## src/text_window_char_writer_macros.svh

```systemverilog
// assertion macros for the text window writer
`ifndef TEXT_WINDOW_CHAR_WRITER_MACROS_SVH
`define TEXT_WINDOW_CHAR_WRITER_MACROS_SVH
// implication checked on every clock edge outside reset
`define TWCW_ASSERT_IMP(label, clk, rstn, ante, cons) \
  label: assert property (@(posedge clk) disable iff (!rstn) (ante) |-> (cons)) \
    else $error("assertion failed");
// next-cycle implication
`define TWCW_ASSERT_NEXT(label, clk, rstn, ante, cons) \
  label: assert property (@(posedge clk) disable iff (!rstn) (ante) |=> (cons)) \
    else $error("assertion failed");
`endif

```

## src/twcw_pkg.sv

```systemverilog
// package: types, constants and codes of the text window writer
package twcw_pkg;
  localparam int unsigned MaxRows = 25;
  localparam int unsigned MaxCols = 80;
  localparam int unsigned Depth = MaxRows * MaxCols;
  localparam int unsigned AddrW = $clog2(Depth);
  localparam int unsigned RowW = 5;
  localparam int unsigned ColW = 7;
  localparam int unsigned CfgIdxW = 3;
  localparam int unsigned CfgDataW = 7;
  localparam logic [7:0] SpaceCode = 8'h20;
  localparam logic [7:0] NlCode = 8'h0a;
  localparam logic [7:0] CrCode = 8'h0d;
  localparam logic [7:0] BsCode = 8'h08;

  typedef enum logic [2:0] {
    KindPut = 3'd0, KindMove = 3'd1, KindErase = 3'd2,
    KindEol = 3'd3, KindBottom = 3'd4, KindRead = 3'd5
  } kind_e;

  typedef enum logic [2:0] {
    CfgTop = 3'd0, CfgLeft = 3'd1, CfgRows = 3'd2, CfgCols = 3'd3,
    CfgScroll = 3'd4, CfgScrRows = 3'd5, CfgScrCols = 3'd6
  } cfg_idx_e;

  typedef struct packed {
    logic [2:0] kind;
    logic [7:0] char_code;
    logic [4:0] cell_row;
    logic [6:0] cell_col;
  } in_beat_t;

  typedef struct packed {
    logic       status;
    logic [7:0] read_char;
    logic [4:0] cursor_row_out;
    logic [6:0] cursor_col_out;
  } out_beat_t;

  typedef enum logic [3:0] {
    StClear, StIdle, StDecode, StRead, StFill, StScrRd, StScrWr, StScrLast, StDone
  } state_e;

  // controller to datapath
  typedef struct packed {
    logic load_item;   // capture input beat
    logic clr_init;    // reset clearing sweep step
    logic do_decode;   // simple commands, set up regions
    logic rd_cell;     // read issued last cycle, capture
    logic fill_step;   // write a space, advance region
    logic scr_rd;      // issue scroll source read
    logic scr_wr;      // write scroll dest, advance
    logic scr_last;    // set up last row fill
    logic out_load;    // present result
  } ctl_t;

  // datapath to controller
  typedef struct packed {
    logic clr_done;
    logic need_read;
    logic need_fill;
    logic need_scroll;
    logic region_last;
  } sts_t;
endpackage

```

## src/twcw_ctrl.sv

```systemverilog
// controller state machine of the text window writer
module twcw_ctrl (
  input  logic              clk_i,
  input  logic              rst_ni,
  input  logic              in_valid_i,
  output logic              in_stall_o,
  output logic              out_valid_o,
  input  logic              out_stall_i,
  input  twcw_pkg::sts_t    sts_i,
  output twcw_pkg::ctl_t    ctl_o
);
  import twcw_pkg::*;
  `include "text_window_char_writer_macros.svh"

  state_e state_q, state_d;
  logic   ovalid_q, ovalid_d;
  logic   free;

  assign free = !ovalid_q || !out_stall_i;
  assign out_valid_o = ovalid_q;
  assign in_stall_o = (state_q != StIdle);

  always_comb begin
    state_d = state_q;
    case (state_q)
      StClear:   if (sts_i.clr_done) state_d = StIdle;
      StIdle:    if (in_valid_i) state_d = StDecode;
      StDecode: begin
        if (sts_i.need_read) state_d = StRead;
        else if (sts_i.need_fill) state_d = StFill;
        else if (sts_i.need_scroll) state_d = StScrRd;
        else state_d = StDone;
      end
      StRead:    state_d = StDone;
      StFill:    if (sts_i.region_last) state_d = StDone;
      StScrRd:   state_d = StScrWr;
      StScrWr:   state_d = sts_i.region_last ? StScrLast : StScrRd;
      StScrLast: state_d = StFill;
      StDone:    if (free) state_d = StIdle;
      default:   state_d = StIdle;
    endcase
  end

  always_comb begin
    ctl_o = '0;
    ctl_o.load_item = (state_q == StIdle) && in_valid_i;
    case (state_q)
      StClear:   ctl_o.clr_init = 1'b1;
      StDecode:  ctl_o.do_decode = 1'b1;
      StRead:    ctl_o.rd_cell = 1'b1;
      StFill:    ctl_o.fill_step = 1'b1;
      StScrRd:   ctl_o.scr_rd = 1'b1;
      StScrWr:   ctl_o.scr_wr = 1'b1;
      StScrLast: ctl_o.scr_last = 1'b1;
      StDone:    ctl_o.out_load = free;
      default:   ;
    endcase
  end

  always_comb begin
    ovalid_d = ovalid_q;
    if (ovalid_q && !out_stall_i) ovalid_d = 1'b0;
    if (ctl_o.out_load) ovalid_d = 1'b1;
  end

  always_ff @(posedge clk_i or negedge rst_ni) begin
    if (!rst_ni) begin
      state_q <= StClear;
      ovalid_q <= 1'b0;
    end else begin
      state_q <= state_d;
      ovalid_q <= ovalid_d;
    end
  end

  `TWCW_ASSERT_IMP(a_no_accept_busy, clk_i, rst_ni, state_q != StIdle, in_stall_o)
  `TWCW_ASSERT_NEXT(a_accept_decode, clk_i, rst_ni, ctl_o.load_item, state_q == StDecode)
  `TWCW_ASSERT_NEXT(a_out_load_valid, clk_i, rst_ni, ctl_o.out_load, out_valid_o)
endmodule

```

## config.mk

```make
export PLATFORM = sky130hd
export DESIGN_NAME = twcw_ctrl
export DESIGN_NICKNAME = d
export VERILOG_FILES = /design/src/twcw_pkg.sv /design/src/twcw_ctrl.sv
export VERILOG_INCLUDE_DIRS = /design/src /design/src/src
export SDC_FILE = /design/constraint.sdc
export NUM_CORES = 1
export LEC_CHECK = 0
export BUFFER_PORTS_ARGS = -buffer_cell sky130_fd_sc_hd__clkbuf_2
export CORE_AREA = 5 5 42 44
export DETAILED_ROUTE_END_ITERATION = 8
export DIE_AREA = 0 0 47 49
export PLACE_DENSITY = 0.64
export SETUP_SLACK_MARGIN = 0.5
export SYNTH_ARGS = -nofsm -noshare
export SYNTH_HDL_FRONTEND = slang
export SYNTH_SLANG_ARGS = --single-unit
```

## constraint.sdc

```tcl
create_clock -name clk_i -period 1.53 [get_ports clk_i]
set_clock_uncertainty 0.1 [all_clocks]
set_input_delay 0.2295 -clock clk_i [delete_from_list [all_inputs] [get_ports clk_i]]
set_output_delay 0.2295 -clock clk_i [all_outputs]
set_load 0.02 [all_outputs]
```

==> results.yml <==
floorplanning:
  die_h_um: 49
  die-area_um2: 2303
  io_pins: 20
  design.core.area_um2: 1401
  start_util_pct: 30.27
  die_x_um: 47
  rows: 14
pwr:
  powerDensity_nw_per_um2: 2054
  power_uw: 1789
  power_leakage_uw: 0.0004056
  ir_drop_mv: 1.035
drt:
  drc: 0
  num_vias: 547
  drt_iter0_drc: 11
  first_pass_iters: 4
  antenna_left: 0
  wl_per_cell_um: 13.45
  drt_wl_total_um: 1479
  avgViaCountPerCell: 4.973
synth:
  synth_area_um2: 424.2
  synth_top_area_cell: "dfrtp_1"
  yosys_warnings: 0
  yosys.area.top_type_share_pct: 29.50
  yosys_register_bits: 5
  ys_types: 24
  syn_inst: 59
  netlist_top_cells_area: "dfrtp_1, nor2_1, nor3_1, nand2_1, buf_6"
  avgSynthCellArea_um2: 7.189
  synthesis.nets: 68
  yosysSeqAreaShare_pct: 29.50
cells_and_area:
  drive_gt1_share_pct: 71.28
  num_antenna_cells: 0
  area_growth_syn_to_layout_pct: 105.3
  nFillCells: 117
  nets: 104
clock_tree:
  cts_tree: "yes"
  cts-root-buf: "clkbuf_4"
  path_clk_slew_ps: 40
  clockBufferDepth: 2
  cts-htree-levels: 1
  insertion_delay_ps: 230
  cts_made_buffers: 3
  clkSinkCount: 5
setup_path:
  start_kind: "flop"
  required_ps: 1200
  critical_path_class: "flop to primary output"
  cp-end-kind: "primary output"
  cp_max_fo: 5
  cp.arrival_ps: 1290
sta:
  setup_ws_ps: -88.16
  setup_viol: 9
  tightest_slew_ps: 300.5
  timing.hold.ws_ps: 130.5
  rsz0062_at_grt: "yes"
  post-route-period-util_pct: 105.8
  finalWorstPathRequiredPeriod_ps: 1618
  slew_violations: 0
  slew_headroom_pct: 79.94
  finalHoldViolCount: 0
  fmax_ghz: 0.6180
global_routing:
  grt.total_usage_pct: 14.31
  grt_pass1_wl_um: 2559
  grt_max_degree: 7
  overflow: 0
  antenna_found_initial: 0
  grt_pass1_vias: 557
placed_design:
  hpwl_um: 923.3
  place.gp.congestion: 0.8965
  portBuffers: 19
flow_run:
  max_cap_violations: 0
min_path:
  hold_class: "input pin to flop"
outcome:
  failed_checks: "negative setup slack"
  status: "complete, but fails checks"
power by group:
part           total (uW)  internal [uW]  switching (uW)
clock network         146           98.2            47.4
logic                1350            698             651
registers             295            199            95.4
total                1790            995             793
per-stage QoR:
| step | setup slack, ps | area [um2] | setup TNS, ps | utilization [%] | std cells |
|---|---|---|---|---|---|
| global placement | 59.26 | 590.6 | 0 | 42.14 | 96 |
| detailed placement | 80.46 | 590.6 | 0 | 42.14 | 96 |
| global route | -129.4 | 870.8 | -957.9 | 62.14 | 110 |
| finish | -88.16 | 870.8 | -386.8 | 62.14 | 110 |
| floorplan | 142.8 | 475.5 | 0 | - | 59 |
| CTS | -64.41 | 809.5 | -339.1 | 57.77 | 108 |
logic make-up after synthesis:
| logic type | after synthesis | share of synthesized area, % |
|---|---|---|
| AOI/OAI and AO/OA | 10 | 13.28 |
| muxes | 1 | 2.360 |
| buffers and inverters | 7 | 11.80 |
| DFF | 5 | 29.50 |
| and+or+nand+nor | 36 | 43.07 |
final cells by class:
cell class	count	area [um2]	area share, %
clock buffers	4	26.28	3.017
inverters	2	7.507	0.8621
multi-input cells	47	355.3	40.80
flip-flops and latches	5	130.1	14.94
well taps	16	20.02	2.299
repair buffers	36	331.6	38.07
Yosys cell counts, drive strengths merged:
library cell	number
nand2b	1
nor3b	2
o22ai	1
or2	1
dfrtp	5
buf	5
or4	1
mux2i	1
and3	2
inv	2
a21oi	5
a31oi	1
nor3	7
nand2	8
o21ai	3
and2b	1
nor2b	2
nor2	10
or2b	1
worst paths after layout:
kind	slack, ps	end	depth (start not counted)	startpoint
max in group asynchronous	920	out_valid_o$_DFFE_PN0P_	2	rst_ni
max	-90	ctl_o[8]	3	state_q[2]$_DFFE_PN0P_
max reg2reg	30	state_q[0]$_DFFE_PN0P_	5	state_q[1]$_DFFE_PN0P_
min reg2reg	440	out_valid_o$_DFFE_PN0P_	2	out_valid_o$_DFFE_PN0P_
min	130	state_q[0]$_DFFE_PN0P_	2	in_valid_i
min in group asynchronous	260	state_q[0]$_DFFE_PN0P_	2	rst_ni
flip-flops by register name, indices dropped and copies added (netlist names):
register,count
state_q,4
out_valid_o,1
placed cells by master, fill, tap and decap left out, types with 2 or more instances in the layout:
| cell | instances |
|---|---|
| a21oi_1 | 2 |
| a21oi_2 | 3 |
| buf_4 | 11 |
| buf_6 | 10 |
| buf_8 | 3 |
| clkbuf_2 | 8 |
| clkbuf_4 | 3 |
| clkbuf_8 | 3 |
| dfrtp_2 | 4 |
| inv_2 | 2 |
| nand2_1 | 6 |
| nor2_1 | 5 |
| nor2_2 | 3 |
| nor2_4 | 2 |
| nor3_2 | 4 |
| nor3_4 | 2 |
| nor3b_1 | 2 |
| o21ai_1 | 3 |
repair_timing:
action / CTS / global route
pin swaps: 8 / 6
setup buffers: 7 / 2
hold buffers: 1 / 0
hold endpoints to repair: 5 / 0
endpoints found under the setup margin: 16 / 15
resized for setup: 33 / 21
critical path: stages (launching register included):
cell     delay, ps
dfrtp_2        440
nor2_2         260
and3_4         240
buf_8          100
metal layers:
| metal | wire length (um) | global-route usage (%) |
|---|---|---|
| met1 | 620 | 19.46 |
| met2 | 796 | 23.76 |
| met3 | 41 | 1.476 |
| met4 | 20 | 2.765 |
| met5 | 0 | 0 |
(Power assumes the default switching activity.)
